## src/hw/rtl/n2c_pkg.sv

```systemverilog
// Shared constants, codes and interface types of the normalized 2D convolution block.
package n2c_pkg;

    localparam int MAX_WIDTH  = 1024;
    localparam int MAX_MASK   = 15;
    localparam int MAX_HEIGHT = 4096;
    localparam int LINE_ROWS  = 2 * MAX_MASK + 2;
    localparam int COEF_COUNT = MAX_MASK * MAX_MASK;

    localparam int COL_W   = $clog2(MAX_WIDTH);
    localparam int IW_W    = 11;
    localparam int ROW_W   = $clog2(MAX_HEIGHT);
    localparam int IH_W    = 13;
    localparam int MSK_W   = 4;
    localparam int LROW_W  = $clog2(LINE_ROWS);
    localparam int LADDR_W = LROW_W + COL_W;
    localparam int CIDX_W  = 8;
    localparam int PIX_W   = 8;
    localparam int COEF_W  = 16;
    localparam int ACC_W   = 32;
    localparam int WSUM_W  = 24;
    localparam int QUO_W   = 16;
    localparam int QCNT_W  = $clog2(QUO_W);

    typedef enum logic [1:0] {
        ACT_COEF  = 2'd0,
        ACT_PIXEL = 2'd1,
        ACT_FLUSH = 2'd2,
        ACT_NONE  = 2'd3
    } action_t;

    typedef enum logic [2:0] {
        REG_IMAGE_WIDTH  = 3'd0,
        REG_IMAGE_HEIGHT = 3'd1,
        REG_MASK_WIDTH   = 3'd2,
        REG_MASK_HEIGHT  = 3'd3,
        REG_ANCHOR_X     = 3'd4,
        REG_ANCHOR_Y     = 3'd5,
        REG_SPARE6       = 3'd6,
        REG_SPARE7       = 3'd7
    } reg_index_t;

    typedef enum logic [2:0] {
        ST_IDLE,
        ST_CHECK,
        ST_TAPS,
        ST_DRAIN,
        ST_LOAD,
        ST_DIVIDE,
        ST_EMIT
    } state_t;

    // Clamped configuration as the datapath uses it.
    typedef struct packed {
        logic [IW_W-1:0]  iw;
        logic [IH_W-1:0]  ih;
        logic [MSK_W-1:0] mw;
        logic [MSK_W-1:0] mh;
        logic [MSK_W-1:0] ax;
        logic [MSK_W-1:0] ay;
    } cfg_t;

    typedef struct packed {
        logic accept;
        logic tap_init;
        logic tap_step;
        logic div_init;
        logic div_step;
        logic emit;
    } cmd_t;

    typedef struct packed {
        logic item_ready;
        logic tap_last;
        logic div_last;
        logic out_free;
    } sts_t;

endpackage

```

## src/hw/rtl/n2c_ctrl.sv

```systemverilog
// Sequencing state machine: item intake, tap walk, division and result hand-off.
module n2c_ctrl (
    input  logic                aclk,
    input  logic                aresetn,
    input  logic                s_tvalid,
    output logic                s_tready,
    input  n2c_pkg::action_t    action,
    input  n2c_pkg::sts_t       sts,
    output n2c_pkg::cmd_t       cmd
);

    n2c_pkg::state_t state_reg, state_next;

    always_ff @(posedge aclk) begin
        if (!aresetn) begin
            state_reg <= n2c_pkg::ST_IDLE;
        end else begin
            state_reg <= state_next;
        end
    end

    always_comb begin
        state_next = state_reg;
        cmd        = '0;
        s_tready   = 1'b0;
        unique case (state_reg)
            n2c_pkg::ST_IDLE: begin
                s_tready = 1'b1;
                if (s_tvalid) begin
                    cmd.accept = 1'b1;
                    if (action == n2c_pkg::ACT_PIXEL || action == n2c_pkg::ACT_FLUSH) begin
                        state_next = n2c_pkg::ST_CHECK;
                    end
                end
            end
            n2c_pkg::ST_CHECK: begin
                if (sts.item_ready) begin
                    cmd.tap_init = 1'b1;
                    state_next   = n2c_pkg::ST_TAPS;
                end else begin
                    state_next = n2c_pkg::ST_IDLE;
                end
            end
            n2c_pkg::ST_TAPS: begin
                cmd.tap_step = 1'b1;
                if (sts.tap_last) begin
                    state_next = n2c_pkg::ST_DRAIN;
                end
            end
            // The last tap read is summed at the end of this cycle.
            n2c_pkg::ST_DRAIN: state_next = n2c_pkg::ST_LOAD;
            n2c_pkg::ST_LOAD: begin
                cmd.div_init = 1'b1;
                state_next   = n2c_pkg::ST_DIVIDE;
            end
            n2c_pkg::ST_DIVIDE: begin
                cmd.div_step = 1'b1;
                if (sts.div_last) begin
                    state_next = n2c_pkg::ST_EMIT;
                end
            end
            n2c_pkg::ST_EMIT: begin
                if (sts.out_free) begin
                    cmd.emit   = 1'b1;
                    state_next = n2c_pkg::ST_IDLE;
                end
            end
            default: state_next = n2c_pkg::ST_IDLE;
        endcase
    end

endmodule

```

## config.mk

```make
export PLATFORM = sky130hd
export DESIGN_NAME = n2c_ctrl
export DESIGN_NICKNAME = d
export VERILOG_FILES = /design/src/hw/rtl/n2c_pkg.sv /design/src/hw/rtl/n2c_ctrl.sv
export SDC_FILE = /design/constraint.sdc
export NUM_CORES = 1
export LEC_CHECK = 0
export BUFFER_PORTS_ARGS = -buffer_cell sky130_fd_sc_hd__buf_2
export CAP_MARGIN = 20
export CORE_AREA = 2 2 39 41
export DETAILED_ROUTE_END_ITERATION = 10
export DIE_AREA = 0 0 41 43
export GPL_TIMING_DRIVEN = 1
export PLACE_DENSITY = 0.48
export SLEW_MARGIN = 20
export SYNTH_ARGS = -nofsm -noshare
export SYNTH_HDL_FRONTEND = slang
export SYNTH_SLANG_ARGS = --single-unit
export TNS_END_PERCENT = 100
```

## constraint.sdc

```tcl
create_clock -name aclk -period 1.4 [get_ports aclk]
set_input_delay 0.28 -clock aclk [delete_from_list [all_inputs] [get_ports aclk]]
set_output_delay 0.28 -clock aclk [all_outputs]
set_load 0.01 [all_outputs]
```

==> flow_summary.yaml <==
worst_setup_path:
  worst_path_largest_cell_delay_ns: 0.41
  cp_max_fo: 10
  required_ns: 1.12
  r2r-start: "state_reg[1]"
  reg2reg_depth: 3
  crit_slowest_cell: "dfxtp_4"
  r2r_slack_ns: 0.18
  critPathTopFamily: "flip-flops"
  path_class: "reg2out"
  cp_cell_sequence: "nand2_1 > nor3b_1 > buf_2"
  r2r_end: "state_reg[1]"
  cp-start-kind: "flop"
  cp_num_buf_inv: 1
  arrival_ns: 1.06
  cp-end-kind: "output port"
sta:
  tightest_slew_ns: 0.1868
  fmax_mhz: 745.2
  rsz0062_at_grt: "yes"
  setup_tns_ns: 0
  setup_viol: 0
  setup_ws_ns: 0.05807
  final-hold-violation-count: 0
  min_period_ns: 1.342
  hold_ws_ns: 0.3120
  finClkSkew_ns: 0.001335
  slew_headroom_pct: 87.47
  drv_slew: 0
  period_share_pct: 95.85
die:
  die-area_sq_um: 1763
  die_h_um: 43
  core_area_sq_um: 1384
  fp-row-count: 14
  die_width_um: 41
  start_util_pct: 18.26
  ios: 16
clock_tree:
  path_clk_slew_ns: 0.04
  cts_root_buf: "clkbuf_4"
  cts_tree: "built"
  worstSkewPairLatency_ns: 0.23
  cts_buffers: 3
  htree_levels: 1
  cts_sinks: 3
  clockBufferDepth: 2
final_layout:
  largest_reg_flops: 3
  final_util_pct: 31.01
  diodes: 0
  nets: 63
  drive_gt1_share_pct: 58.49
  final_common_cell: "buf_2"
  area_growth_pct: 69.80
  final_area_sq_um: 429.2
  final_cell_mix: "buf_2 (15), nand2_1 (4), buf_4 (4)"
global_routing:
  grt_usage_pct: 8.735
  antenna_found_initial: 0
  grt_first_pass_wirelength_um: 986
  grt_start_max_net_pins: 13
  grt_pass1_vias: 260
  grt_overflow: 0
placed_design:
  io_buffer_count: 15
  gp_congestion: 0.6929
  dp_slack_ns: 0.1338
  dp.final_hpwl_um: 452.6
  dpl_cell_area_sq_um: 346.6
route:
  antenna_left: 0
  avgRoutedWirePerCell_um: 9.188
  vias_per_cell: 4.420
  firstDrtPassIters: 4
  drt_iter0_drc: 6
  num_vias: 305
  remaining_drc_errors: 0
  wl_um: 634
yosys:
  ys_types: 21
  yosys-top-cells-area: "dfxtp_1 (24%), nor3b_1 (12%), a21oi_1 (5.9%), a221oi_2 (5.9%), nand2_1 (5.9%)"
  synth_largest_area_cell: "dfxtp_1"
  ys_warn_count: 0
  syn-num-nets: 41
  syn-instance-count: 32
  yosys_register_bits: 3
  yosysTopAreaCellShare_pct: 23.76
  netlist_area_sq_um: 252.7
  synth.yosys.seq_area_share_pct: 23.76
  avgSynthCellArea_sq_um: 7.898
hold_path:
  whs_path_depth: 3
  hold_path.startpoint: "aresetn"
  whs_endpoint: "state_reg[1]"
  hp-class: "in2reg"
flow_run:
  cap_violations: 0
status:
  status: "complete, no violations"
pwr:
  worst_ir_drop_vdd_mv: 0.3189
  power.density_nw_per_um2: 757.2
  p_leak_nw: 0.2042
==> how the worst max path moves through the flow <==
stage	slack, ns	startpoint	cells past startpoint	to
after floorplan	0.08	state_reg[0]	3	cmd[5]
after global placement	0.15	state_reg[2]	3	cmd[0]
after detailed placement	0.13	state_reg[2]	3	cmd[5]
final	0.06	state_reg[2]	3	cmd[0]
after CTS	0.007	state_reg[2]	3	cmd[0]
after global routing	-0.004	state_reg[2]	3	cmd[5]
==> Yosys cell counts <==
master	n
nand2_1	4
dfxtp_1	3
buf_4	1
buf_2	1
and2_1	1
inv_1	1
or3_1	1
buf_6	1
a21oi_1	3
a221oi_2	1
nor2b_1	1
o211ai_1	1
o21ai_0	1
nor3_1	1
nor3b_1	4
a211oi_1	1
mux2i_1	1
nand3b_1	2
nor4b_1	1
xor2_1	1
inv_2	1
==> area by class of cell <==
class                   count  area, sq um
repair buffers             20        117.6
inverters                   2        7.507
flip-flops and latches      3        68.82
multi-input cells          24        188.9
clock buffers               4        26.28
well taps                  16        20.02
fillers                   144        954.7
==> report_power, final <==
part,switching (W),leakage [nW],internal (W)
combinational,0.0000387,0.163,0.0000426
sequential,0.00000795,0.0263,0.0000879
clock,0.0000413,0.0150,0.000107
==> metal layers <==
layer  global-route usage (%)  wire (um)  up-vias  share of wire [%]
met2                    10.00        286       14                 45
met1                    10.93        301      135                 47
met5                        0          0        -                  0
li1                         -          -      156                  -
met4                    8.000          0        0                  0
met3                    4.712         45        0                7.1
==> tightest hold or removal path, cell delays in order <==
cell and delay [ns]:
buf_2 0.10, inv_1 0.08, a221oi_2 0.04
==> cells by family (layout without fill, tap and decap cells) <==
family	Yosys count	in the layout	share of synthesized area, %
compound gates	7	7	19.80
flops	3	3	23.76
buf+inv	5	26	12.37
xor+xnor	1	1	3.466
mux	1	1	3.961
simple gates	15	15	36.63
==> through the flow <==
stage | total power (W) | instances
2_1_floorplan | 0.0001408 | 32
3_5_place_dp | 0.0001717 | 63
5_1_grt | 0.0003520 | 69
6_report | 0.0003250 | 69
3_3_place_gp | 0.0001731 | 63
4_1_cts | 0.0003286 | 67
==> timing repair <==
item                                    4_1_cts  5_1_grt
buffers inserted                              0        2
hold buffers                                  0        0
cloned                                        0        0
endpoints found under the setup margin        6        6
resized for setup                             3        7
No activity file was read; power rests on OpenSTA's default activity.
