$ cat config.mk
export PLATFORM = sky130hd
export DESIGN_NAME = n2c_regs
export DESIGN_NICKNAME = d
export VERILOG_FILES = /design/src/hw/rtl/n2c_pkg.sv /design/src/hw/rtl/n2c_regs.sv
export SDC_FILE = /design/constraint.sdc
export NUM_CORES = 1
export LEC_CHECK = 0
export ABC_AREA = 1
export BUFFER_PORTS_ARGS = -buffer_cell sky130_fd_sc_hd__buf_4
export CAP_MARGIN = 30
export CORE_MARGIN = 2
export CORE_UTILIZATION = 45
export DETAILED_ROUTE_END_ITERATION = 7
export GPL_TIMING_DRIVEN = 0
export PLACE_DENSITY = 0.79
export SYNTH_ARGS = -nofsm -noshare
export SYNTH_HDL_FRONTEND = slang
export SYNTH_SLANG_ARGS = --single-unit
$ cat constraint.sdc
create_clock -name aclk -period 2.25 [get_ports aclk]
set_input_delay 0.3375 -clock aclk [delete_from_list [all_inputs] [get_ports aclk]]
set_output_delay 0.3375 -clock aclk [all_outputs]
set_load 0.03 [all_outputs]
$ cat src/hw/rtl/n2c_pkg.sv
// Shared constants, codes and interface types of the normalized 2D convolution block.
package n2c_pkg;

    localparam int MAX_WIDTH  = 1024;
    localparam int MAX_MASK   = 15;
    localparam int MAX_HEIGHT = 4096;
    localparam int LINE_ROWS  = 2 * MAX_MASK + 2;
    localparam int COEF_COUNT = MAX_MASK * MAX_MASK;

    localparam int COL_W   = $clog2(MAX_WIDTH);
    localparam int IW_W    = 11;
    localparam int ROW_W   = $clog2(MAX_HEIGHT);
    localparam int IH_W    = 13;
    localparam int MSK_W   = 4;
    localparam int LROW_W  = $clog2(LINE_ROWS);
    localparam int LADDR_W = LROW_W + COL_W;
    localparam int CIDX_W  = 8;
    localparam int PIX_W   = 8;
    localparam int COEF_W  = 16;
    localparam int ACC_W   = 32;
    localparam int WSUM_W  = 24;
    localparam int QUO_W   = 16;
    localparam int QCNT_W  = $clog2(QUO_W);

    typedef enum logic [1:0] {
        ACT_COEF  = 2'd0,
        ACT_PIXEL = 2'd1,
        ACT_FLUSH = 2'd2,
        ACT_NONE  = 2'd3
    } action_t;

    typedef enum logic [2:0] {
        REG_IMAGE_WIDTH  = 3'd0,
        REG_IMAGE_HEIGHT = 3'd1,
        REG_MASK_WIDTH   = 3'd2,
        REG_MASK_HEIGHT  = 3'd3,
        REG_ANCHOR_X     = 3'd4,
        REG_ANCHOR_Y     = 3'd5,
        REG_SPARE6       = 3'd6,
        REG_SPARE7       = 3'd7
    } reg_index_t;

    typedef enum logic [2:0] {
        ST_IDLE,
        ST_CHECK,
        ST_TAPS,
        ST_DRAIN,
        ST_LOAD,
        ST_DIVIDE,
        ST_EMIT
    } state_t;

    // Clamped configuration as the datapath uses it.
    typedef struct packed {
        logic [IW_W-1:0]  iw;
        logic [IH_W-1:0]  ih;
        logic [MSK_W-1:0] mw;
        logic [MSK_W-1:0] mh;
        logic [MSK_W-1:0] ax;
        logic [MSK_W-1:0] ay;
    } cfg_t;

    typedef struct packed {
        logic accept;
        logic tap_init;
        logic tap_step;
        logic div_init;
        logic div_step;
        logic emit;
    } cmd_t;

    typedef struct packed {
        logic item_ready;
        logic tap_last;
        logic div_last;
        logic out_free;
    } sts_t;

endpackage

$ cat src/hw/rtl/n2c_regs.sv
// Configuration register file with APB-style access and range clamping.
module n2c_regs (
    input  logic                 aclk,
    input  logic                 aresetn,
    input  logic                 psel,
    input  logic                 penable,
    input  logic                 pwrite,
    input  logic [4:0]           paddr,
    input  logic [31:0]          pwdata,
    output logic [31:0]          prdata,
    output logic                 pready,
    output n2c_pkg::cfg_t        cfg,
    output logic                 cfg_wr
);

    logic [n2c_pkg::IW_W-1:0]  iw_reg;
    logic [n2c_pkg::IH_W-1:0]  ih_reg;
    logic [n2c_pkg::MSK_W-1:0] mw_reg;
    logic [n2c_pkg::MSK_W-1:0] mh_reg;
    logic [n2c_pkg::MSK_W-1:0] ax_reg;
    logic [n2c_pkg::MSK_W-1:0] ay_reg;
    logic                      wr;
    n2c_pkg::reg_index_t       idx;

    assign pready = 1'b1;
    assign wr     = psel && penable && pwrite;
    assign idx    = n2c_pkg::reg_index_t'(paddr[4:2]);

    always_ff @(posedge aclk) begin
        if (!aresetn) begin
            iw_reg <= n2c_pkg::IW_W'(640);
            ih_reg <= n2c_pkg::IH_W'(480);
            mw_reg <= n2c_pkg::MSK_W'(3);
            mh_reg <= n2c_pkg::MSK_W'(3);
            ax_reg <= n2c_pkg::MSK_W'(1);
            ay_reg <= n2c_pkg::MSK_W'(1);
        end else if (wr) begin
            unique case (idx)
                n2c_pkg::REG_IMAGE_WIDTH:  iw_reg <= pwdata[n2c_pkg::IW_W-1:0];
                n2c_pkg::REG_IMAGE_HEIGHT: ih_reg <= pwdata[n2c_pkg::IH_W-1:0];
                n2c_pkg::REG_MASK_WIDTH:   mw_reg <= pwdata[n2c_pkg::MSK_W-1:0];
                n2c_pkg::REG_MASK_HEIGHT:  mh_reg <= pwdata[n2c_pkg::MSK_W-1:0];
                n2c_pkg::REG_ANCHOR_X:     ax_reg <= pwdata[n2c_pkg::MSK_W-1:0];
                n2c_pkg::REG_ANCHOR_Y:     ay_reg <= pwdata[n2c_pkg::MSK_W-1:0];
                default: ;
            endcase
        end
    end

    // A write to a listed register starts a new frame.
    assign cfg_wr = wr && (idx != n2c_pkg::REG_SPARE6) && (idx != n2c_pkg::REG_SPARE7);

    always_comb begin
        unique case (idx)
            n2c_pkg::REG_IMAGE_WIDTH:  prdata = 32'(iw_reg);
            n2c_pkg::REG_IMAGE_HEIGHT: prdata = 32'(ih_reg);
            n2c_pkg::REG_MASK_WIDTH:   prdata = 32'(mw_reg);
            n2c_pkg::REG_MASK_HEIGHT:  prdata = 32'(mh_reg);
            n2c_pkg::REG_ANCHOR_X:     prdata = 32'(ax_reg);
            n2c_pkg::REG_ANCHOR_Y:     prdata = 32'(ay_reg);
            default:                   prdata = 32'd0;
        endcase
    end

    always_comb begin
        if (iw_reg == '0) begin
            cfg.iw = n2c_pkg::IW_W'(1);
        end else if (iw_reg > n2c_pkg::IW_W'(n2c_pkg::MAX_WIDTH)) begin
            cfg.iw = n2c_pkg::IW_W'(n2c_pkg::MAX_WIDTH);
        end else begin
            cfg.iw = iw_reg;
        end
        if (ih_reg == '0) begin
            cfg.ih = n2c_pkg::IH_W'(1);
        end else if (ih_reg > n2c_pkg::IH_W'(n2c_pkg::MAX_HEIGHT)) begin
            cfg.ih = n2c_pkg::IH_W'(n2c_pkg::MAX_HEIGHT);
        end else begin
            cfg.ih = ih_reg;
        end
        cfg.mw = (mw_reg == '0) ? n2c_pkg::MSK_W'(1) : mw_reg;
        cfg.mh = (mh_reg == '0) ? n2c_pkg::MSK_W'(1) : mh_reg;
        cfg.ax = ax_reg;
        cfg.ay = ay_reg;
    end

endmodule

==> results by group, run 1 <==
Cells and area
  – Share of cells above drive strength 1: 0.258
  – Register area: about 800 um2
  – Layout area overhead: 33.7%
  – Commonest non-fill, non-tap cells in the layout: nor2_1 (100), buf_4 (93), nand2_1 (45)
  – Fillers: 480
  – Final Non-Filler Cells: between 500 and 600
  – Design Area, Final: between 3000 and 4000 um2
  – ANT cells: 0
  – Most common cell after layout, fill and taps aside: nor2_1
  – # nets final: 492
  – Number of flip-flops in the largest register: 13
  – Area occupied by multi-input gates: roughly 1100 um2

Setup path
  – Cell with the most instances on the worst path: nor2_1
  – Crit-path max cell delay: between 300 and 400 ps
  – CP startpoint kind: register
  – Critical path's top delay family: simple AND/OR/NAND/NOR gates
  – R2r worst-path depth: 2
  – Crit. End Element: output pin
  – Kind of critical path: reg2out
  – Worst flop-to-flop path endpoint: iw_reg[10]$_SDFFE_PN0P_
  – Worst EP arrival: 1630 ps
  – Crit-path slowest cell: dfxtp_1
  – Worst R2R Start: iw_reg[10]$_SDFFE_PN0P_
  – WP data required: approximately 1900 ps
  – CP cell instances: nor2_1 -> nand3_1 -> o21ai_0 -> inv_1 -> nor2_1 -> buf_4
  – WP buf/inv: 2
  – R2r setup slk: 1520 ps
  – Critical-path maximum fanout: 8

Placed design
  – DP Area: between 2000 and 3000 um2
  – IO buf count: 71
  – Final Wtd Congestion: approximately 0.9
  – Cell Count Post-Placement: between 500 and 600
  – Placed wire-length estimate: approximately 4900 um

Routing
  – DRT antenna net count: 0
  – Wire per inst: approximately 12 um
  – Vias per cell: between 4 and 5
  – Residual DRC: 0
  – Final wirelength: ~6400 um
  – DR pass1 iterations: 4
  – Iter 0 DRT Violations: roughly 180
  – Vias: about 2,400

Timing
  – Tmin final: slightly below 2000 ps
  – Final period util: 0.873
  – Setup TNS Final: 0 ps
  – Fin. Hold Viols: 0
  – Final setup viols: 0
  – Final Skew: 0 ps
  – Max-slew violations: 0
  – Worst-Margin Slew: 555 ps
  – RSZ-0062 raised after global routing: false
  – Fmax: 509 MHz
  – Max_slew headroom: 0.630

Logic synthesis
  – Syn Inst Count: ~350
  – Avg Inst Size Synth: 6.39 um2
  – Synthesized flop and latch total: 40
  – Ys Warns: 0
  – Synthesized cell area: roughly 2300 um2
  – Leading area contributor after synthesis: dfxtp_1
  – Top-area cell type share of the netlist area: 0.354
  – Synth top area cells: dfxtp_1 (35%), nor2_1 (17%), nand2_1 (7.5%)
  – Netlist cell types: 24
  – Sequential fraction of the synthesis area: 0.354

Power
  – Pwr dens: ~480 nW/um2
  – Worst VDD drop: roughly 0.42 mV
  – Leak: roughly 0.0016 uW

CTS
  – Clock buffer depth: 2
  – Root buf cell: clkbuf_8
  – H-tree Lvls: 2
  – CTS-repair resized insts: 0
  – Post-CTS Setup Inserts: 0
  – Total CTS buffers: 5
  – # clock sinks: 40
  – Later-pin clock latency in the skew report: a little under 300 ps
  – CTS tree: done
  – Hold Buf Count CTS: 0
  – Clk slew on worst S/H paths: 70 ps

Floorplan
  – IO Pins: around 120
  – Initial core utilization: 0.473
  – Die width: ~75 um
  – Core ar.: roughly 4800 um2
  – Height of the die: 74.9 um
  – Cell Rows: 25
  – Die footprint: around 5600 um2

Status
  – Outcome: finished, final reports clean

Hold path
  – Hold WC Path Type: in2reg
  – Hold-critical path endpoint: ih_reg[11]$_SDFFE_PN0P_
  – Worst Hold Depth: 3
  – Launch point of the worst hold path: pwdata[11]

Global routing
  – Grt total ovfl: 0
  – Overall global routing resource usage: 0.227
  – Largest net degree at the start of global routing: 12
  – Initial antenna violation count: 0
  – First-pass GRT wire length: about 9600 um
  – Vias in the first global route: roughly 2,000

Job
  – Max_cap viols: 0
## worst max path at each step
stage	startpoint	endpoint	slack (ps)	cells after the start
2_1_floorplan	paddr[4]	prdata[10]	380	5
3_3_place_gp	paddr[4]	prdata[2]	490	8
3_5_place_dp	paddr[4]	prdata[2]	480	8
4_1_cts	iw_reg[6]$_SDFFE_PN0P_	cfg[34]	310	6
5_1_grt	iw_reg[6]$_SDFFE_PN0P_	cfg[36]	130	6
6_report	iw_reg[4]$_SDFFE_PN0P_	cfg[34]	290	6
## through the flow
step	util	setup slack (ps)	power (uW)	hold WS, ps
finish	0.632	286	1440	268
global route	0.632	127	1500	265
CTS	0.632	307	1450	263
detailed placement	0.616	477	1000	493
global placement	0.616	490	999	482
floorplan	-	380	916	464
## cells in the mapped netlist
cell type and count:
o21ai_1 7, buf_2 2, clkbuf_1 13, inv_1 40
clkinv_2 1, o211ai_1 8, o22ai_1 7, nand3_1 9
a21oi_1 10, dfxtp_1 40, nor2_1 100, nand3_2 2
conb_1 2, nand2_1 45, buf_4 22, o21ai_0 23
nor2_4 2, o31ai_1 2, inv_2 4, nand4_1 5
nand3_4 1, nor3_1 4, nor2_2 3, buf_6 2
## cell type report
class / count / share of cell area
buffer: 39 / 0.0815
clock inverter: 1 / 0.00165
sequential: 40 / 0.265
timing repair buffer: 71 / 0.176
clock buffer: 6 / 0.0240
tap: 67 / 0.0277
multi-input combinational: 248 / 0.368
inverter: 45 / 0.0562
## metal layers
layer / share of wire / GRT usage / vias up
li1: - / - / 1253
met1: 0.44 / 0.292 / 1057
met2: 0.46 / 0.379 / 109
met3: 0.090 / 0.0509 / 8
met4: 0.010 / 0.0734 / 0
met5: 0 / 0 / -
## tightest hold or removal path: cells and delay by family
family | cells | cell delay [ps]
buffers and inverters | 1 | 70
and+or+nand+nor | 2 | 110
## where the power goes
part / internal [uW] / leakage [uW] / total, uW / switching [uW]
combinational: 92.3 / 0.00121 / 263 / 171
sequential: 717 / 0.000323 / 724 / 7.36
clock: 211 / 0.0000410 / 454 / 243
total: 1020 / 0.00157 / 1440 / 422
## kinds of logic after synthesis
family,Yosys count,share of synthesized area
compound gates,57,0.141
buf+inv,84,0.184
flops,40,0.354
other cells,2,0.00332
simple gates,171,0.318
Note: power is estimated with default switching activity, not from simulation.
==> run 2: changes to the inputs <==
- ABC_AREA: 1 -> not set
==> results by group, run 2 <==
Status
  – Outcome: finished, final reports clean

Timing
  – Final period util: 0.830
  – Setup TNS Final: 0 ps
  – Tmin final: ~1900 ps
  – RSZ-0062 raised after global routing: false
  – Max_slew headroom: 0.630
  – Fmax: about 540 MHz
  – Worst-Margin Slew: about 560 ps
  – Fin. Hold Viols: 0
  – Final Skew: 0 ps
  – Max-slew violations: 0
  – Final setup viols: 0

Logic synthesis
  – FFs w/ async S/R, synth: 0
  – Avg Inst Size Synth: 8.56 um2
  – Largest family of logic cells by synthesized area: simple AND/OR/NAND/NOR gates
  – Most numerous cell in the Yosys netlist: mux2i_1
  – Post-synthesis compound-gate area fraction: 0.0532
  – Synth Flop Type: dfxtp_1
  – Simple-gate share of the synthesized area: 0.265
  – Synthesized cell area: approximately 2400 um2
  – EDFF count, synth: 0
  – Leading area contributor after synthesis: dfxtp_1
  – Synth top cells by count: mux2i_1 (41), dfxtp_1 (40), nand2_1 (40)
  – Xor-xnor portion of the synthesized cell area: 0
  – Syn Inst Count: roughly 280
  – Sequential fraction of the synthesis area: 0.340
  – Top-area cell type share of the netlist area: 0.340
  – Post-synthesis mux area share: 0.217
  – Ys Warns: 0
  – Synth top area cells: dfxtp_1 (34%), mux2i_1 (17%), buf_4 (7.7%)
  – Synthesized flop and latch total: 40
  – Netlist cell types: 39
  – Post-Synth Adder-Cell Area: 0

Global routing
  – Grt total ovfl: 0
  – Largest net degree at the start of global routing: 12
  – Overall global routing resource usage: 0.222
  – First-pass GRT wire length: ~10,000 um
  – Vias in the first global route: between 2,000 and 2,500
  – Initial antenna violation count: 0

CTS
  – Root buf cell: clkbuf_8
  – H-tree Lvls: 2
  – Total CTS buffers: 5
  – Clk slew on worst S/H paths: about 80 ps
  – Post-CTS Setup Inserts: 0
  – Clock buffer depth: 2
  – CTS-repair resized insts: 0
  – Hold Buf Count CTS: 0
  – Later-pin clock latency in the skew report: approximately 290 ps
  – CTS tree: done
  – # clock sinks: 40

Cells and area
  – Number of flip-flops in the largest register: 13
  – Area occupied by multi-input gates: 1340 um2
  – Fillers: 481
  – ANT cells: 0
  – Most common cell after layout, fill and taps aside: buf_4
  – Layout area overhead: 33.4%
  – Register area: 801 um2
  – Share of cells above drive strength 1: 0.338
  – Design Area, Final: 3140 um2
  – # nets final: 414
  – Commonest non-fill, non-tap cells in the layout: buf_4 (96), mux2i_1 (41), nand2_1 (40), dfxtp_1 (40), nor2b_1 (27)

Floorplan
  – Core ar.: between 5000 and 6000 um2
  – Initial core utilization: 0.464
  – Die footprint: 5820 um2
  – IO Pins: roughly 120
  – Cell Rows: 26
  – Die width: roughly 76 um
  – Height of the die: 76.3 um

Setup path
  – WP data required: ~1900 ps
  – Crit-path max cell delay: between 400 and 500 ps
  – Kind of critical path: reg2out
  – Critical-path maximum fanout: 4
  – CP cell instances: mux4_2 -> a22o_1 -> buf_4
  – Crit. End Element: output pin
  – Crit-path slowest cell: mux4_2
  – CP startpoint kind: register
  – Worst EP arrival: 1530 ps

Hold path
  – Hold WC Path Type: in2reg

Routing
  – Metal2 WL: 2990 um
  – Vias: between 2,000 and 2,500
  – Final wirelength: roughly 6400 um
  – Iter 0 DRT Violations: about 180
  – DR pass1 iterations: 8
  – Residual DRC: 0
  – Vias per cell: approximately 5.0
  – DR top layer: met4
  – DRT antenna net count: 0
  – WL met1: roughly 2700 um
  – Wire per inst: 14.4 um
  – Met3 wire length: 602 um

Placed design
  – Placed wire-length estimate: about 4900 um
  – DP Area: just over 3000 um2
  – Final Wtd Congestion: approximately 0.84
  – IO buf count: a little over 70

Power
  – Pwr dens: 474 nW/um2
  – Worst VDD drop: ~0.36 mV
  – Leak: about 0.0015 uW

Job
  – Max_cap viols: 0
run 2: cell count changes after synthesis, sizes merged, moves of 4 or more:
cell    change
o22ai       -5
nor2       -88
o21ai      -26
o211ai      -6
inv        -41
a22oi       +5
mux2        +7
nand4       -4
a21oi       -8
buf         +4
mux2i      +41
nand2       -4
nor2b      +28
run 2: path summary, 6_finish.rpt:
path                           startpoint                       to  slack [ps]  depth (start not counted)
hold / removal                  pwdata[5]   ih_reg[5]$_SDFFE_PN1P_         290                          3
setup / recovery   ih_reg[2]$_SDFFE_PN0P_                prdata[2]         380                          3
setup reg to reg  ih_reg[12]$_SDFFE_PN0P_  ih_reg[12]$_SDFFE_PN0P_        1210                          3
hold reg to reg    ay_reg[1]$_SDFFE_PN0P_   ay_reg[1]$_SDFFE_PN0P_         490                          2
run 2: worst max-delay path, delay by kind of cell, from the launching register on:
family,cells,cell delay [ps]
mux,1,480
flops,1,360
compound gates,1,220
buf+inv,1,170
run 2: logic make-up after synthesis:
group,Yosys count
simple gates,117
other cells,2
buf+inv,48
flops,40
mux,49
compound gates,19
run 2: power breakdown:
part           internal, uW  switching, uW
clock network           250            247
registers               713           6.19
logic                   103            170
run 2: cell type report:
class	instances	area share
flip-flops and latches	40	0.255
repair buffers	72	0.172
plain buffers	45	0.0869
clock buffers	8	0.0287
inverters	3	0.00359
well taps	70	0.0279
multi-input cells	205	0.426
run 2: metal layers:
| layer | up-vias | track usage |
|---|---|---|
| met5 | - | 0 |
| met4 | 0 | 0.0564 |
| met3 | 8 | 0.0450 |
| met2 | 109 | 0.368 |
| met1 | 1023 | 0.296 |
| li1 | 1078 | - |
run 2: per-stage QoR:
step | instances | utilization | setup slack, ps | total power, uW | hold WS [ps]
2_1_floorplan | 293 | - | 505 | 922 | 448
3_3_place_gp | 435 | 0.601 | 420 | 1000 | 464
3_5_place_dp | 435 | 0.601 | 424 | 1010 | 468
4_1_cts | 443 | 0.619 | 374 | 1490 | 289
5_1_grt | 443 | 0.619 | 314 | 1540 | 309
6_report | 443 | 0.619 | 383 | 1490 | 291
==> run 3: changes to the inputs <==
- ABC_AREA: not set -> 1
- clock period: 2.25 -> 1.9 ns (I/O delays scaled with it)
==> results by group, run 3 (synthesized netlist as in run 1, its figures left out) <==
Routing
  – Vias: about 2,400
  – Iter 0 DRT Violations: ~170
  – Final wirelength: about 6400 um
  – Residual DRC: 0
  – DR pass1 iterations: 4
  – Vias per cell: 4.73
  – Wire per inst: around 12 um
  – DRT antenna net count: 0

Cells and area
  – Number of flip-flops in the largest register: 13
  – ANT cells: 0
  – Commonest non-fill, non-tap cells in the layout: nor2_1 (100), buf_4 (93), nand2_1 (44)
  – Layout area overhead: 33.9%
  – # nets final: ~490
  – Most common cell after layout, fill and taps aside: nor2_1
  – Share of cells above drive strength 1: 0.264
  – Finished Core Util: 0.633

Setup path
  – Cell with the most instances on the worst path: nor2_1
  – CP startpoint kind: register
  – Critical-path maximum fanout: 10
  – CP cell instances: nor2_1 -> nand2_1 -> nor2_1 -> nand2_2 -> a21oi_1 -> buf_4
  – Crit-path max cell delay: ~310 ps
  – WP data required: 1620 ps
  – Kind of critical path: reg2out
  – Worst EP arrival: 1460 ps
  – Crit-path slowest cell: dfxtp_1
  – Crit. End Element: output pin

CTS
  – Later-pin clock latency in the skew report: a little under 300 ps
  – Root buf cell: clkbuf_8
  – CTS tree: done
  – Post-CTS Setup Inserts: 0
  – Clock buffer depth: 2
  – Total CTS buffers: 5
  – Clk slew on worst S/H paths: ~70 ps
  – H-tree Lvls: 2
  – # clock sinks: 40

Floorplan
  – IO Pins: approximately 120
  – Core ar.: ~4800 um2
  – Die footprint: 5610 um2
  – Initial core utilization: 0.473
  – Height of the die: around 75 um
  – Cell Rows: 25
  – Die width: 74.9 um

Timing
  – Final period util: 0.916
  – Final Skew: 0 ps
  – Final setup viols: 0
  – Max_slew headroom: 0.631
  – Hold_ws: 216 ps
  – Fmax: 574 MHz
  – Max-slew violations: 0
  – Worst-Margin Slew: roughly 550 ps
  – Tmin final: about 1700 ps
  – RSZ-0062 raised after global routing: false
  – Setup TNS Final: 0 ps
  – Fin. Hold Viols: 0

Placed design
  – Placed wire-length estimate: just under 5000 um
  – Final Wtd Congestion: 0.902
  – IO buf count: around 70

Global routing
  – Overall global routing resource usage: 0.227
  – Largest net degree at the start of global routing: 12
  – Vias in the first global route: 2,047
  – Grt total ovfl: 0
  – First-pass GRT wire length: 9610 um
  – Initial antenna violation count: 0

Power
  – Leak: between 0.0015 and 0.002 uW
  – Worst VDD drop: between 0.5 and 0.6 mV
  – Pwr dens: between 500 and 600 nW/um2

Job
  – Max_cap viols: 0

Hold path
  – Hold WC Path Type: in2reg

Status
  – Outcome: finished, final reports clean
## run 3: cell types whose count changed in the layout (fill, tap and decap cells not counted), sizes merged, moves of 5 or more
| cell | previous run | this run |
|---|---|---|
| nor2 | 17 | 105 |
| o22ai | 2 | 7 |
| a22oi | 5 | 0 |
| nor2b | 28 | 0 |
| mux2 | 7 | 0 |
| a21oi | 2 | 10 |
| buf | 102 | 97 |
| o21ai | 4 | 30 |
| o211ai | 2 | 8 |
| inv | 3 | 44 |
| mux2i | 41 | 0 |
## run 3: final cells by class
| class | instances | area [um2] |
|---|---|---|
| multi-input cells | 248 | 1120 |
| fillers | 482 | 1750 |
| clock inverters | 1 | 5.00 |
| inverters | 45 | 170 |
| flip-flops and latches | 40 | 801 |
| repair buffers | 71 | 533 |
| well taps | 67 | 83.8 |
| clock buffers | 6 | 72.6 |
| plain buffers | 39 | 246 |
## run 3: repair_timing
item                       CTS  global route
hold buffers                 0             0
setup endpoints to repair    0            18
resized for setup            0             4
## run 3: report_power, final
part           internal, uW  total, uW  switching (uW)
sequential              849        857            8.75
combinational           109        313             204
clock                   250        539             289
total                  1210       1710             502
## run 3: final timing paths
kind,startpoint,end,slack (ps),cells after the start
worst min register to register,ax_reg[0]$_SDFFE_PN1P_,ax_reg[0]$_SDFFE_PN1P_,510,2
worst max-delay path,ih_reg[6]$_SDFFE_PN1P_,cfg[24],160,6
worst max register to register,iw_reg[10]$_SDFFE_PN0P_,iw_reg[10]$_SDFFE_PN0P_,1150,2
worst min-delay path,pwdata[11],ih_reg[11]$_SDFFE_PN0P_,220,3
## run 3: critical path: cells and delay by family (launching register included)
kind                   cells  cell delay [ps]
flip-flops                 1              310
AO/OA/AOI/OAI              1              180
buffers and inverters      1              180
AND/OR/NAND/NOR            4              490
## run 3: metrics by stage
step	total power, uW	instances	setup slack (ps)	area, um2
4_1_cts	1710	517	9.61	3030
5_1_grt	1770	517	1.64	3030
2_1_floorplan	1080	372	135	2330
3_3_place_gp	1180	510	245	2950
3_5_place_dp	1190	510	232	2950
6_report	1710	517	159	3030
## run 3: metal layers
| metal | share of wire | track usage | vias to the layer above | wire, um |
|---|---|---|---|---|
| li1 | - | - | 1253 | - |
| met1 | 0.44 | 0.292 | 1076 | 2830 |
| met2 | 0.46 | 0.379 | 107 | 2930 |
| met3 | 0.088 | 0.0509 | 8 | 560 |
| met4 | 0.010 | 0.0734 | 0 | 67 |
| met5 | 0 | 0 | - | 0 |
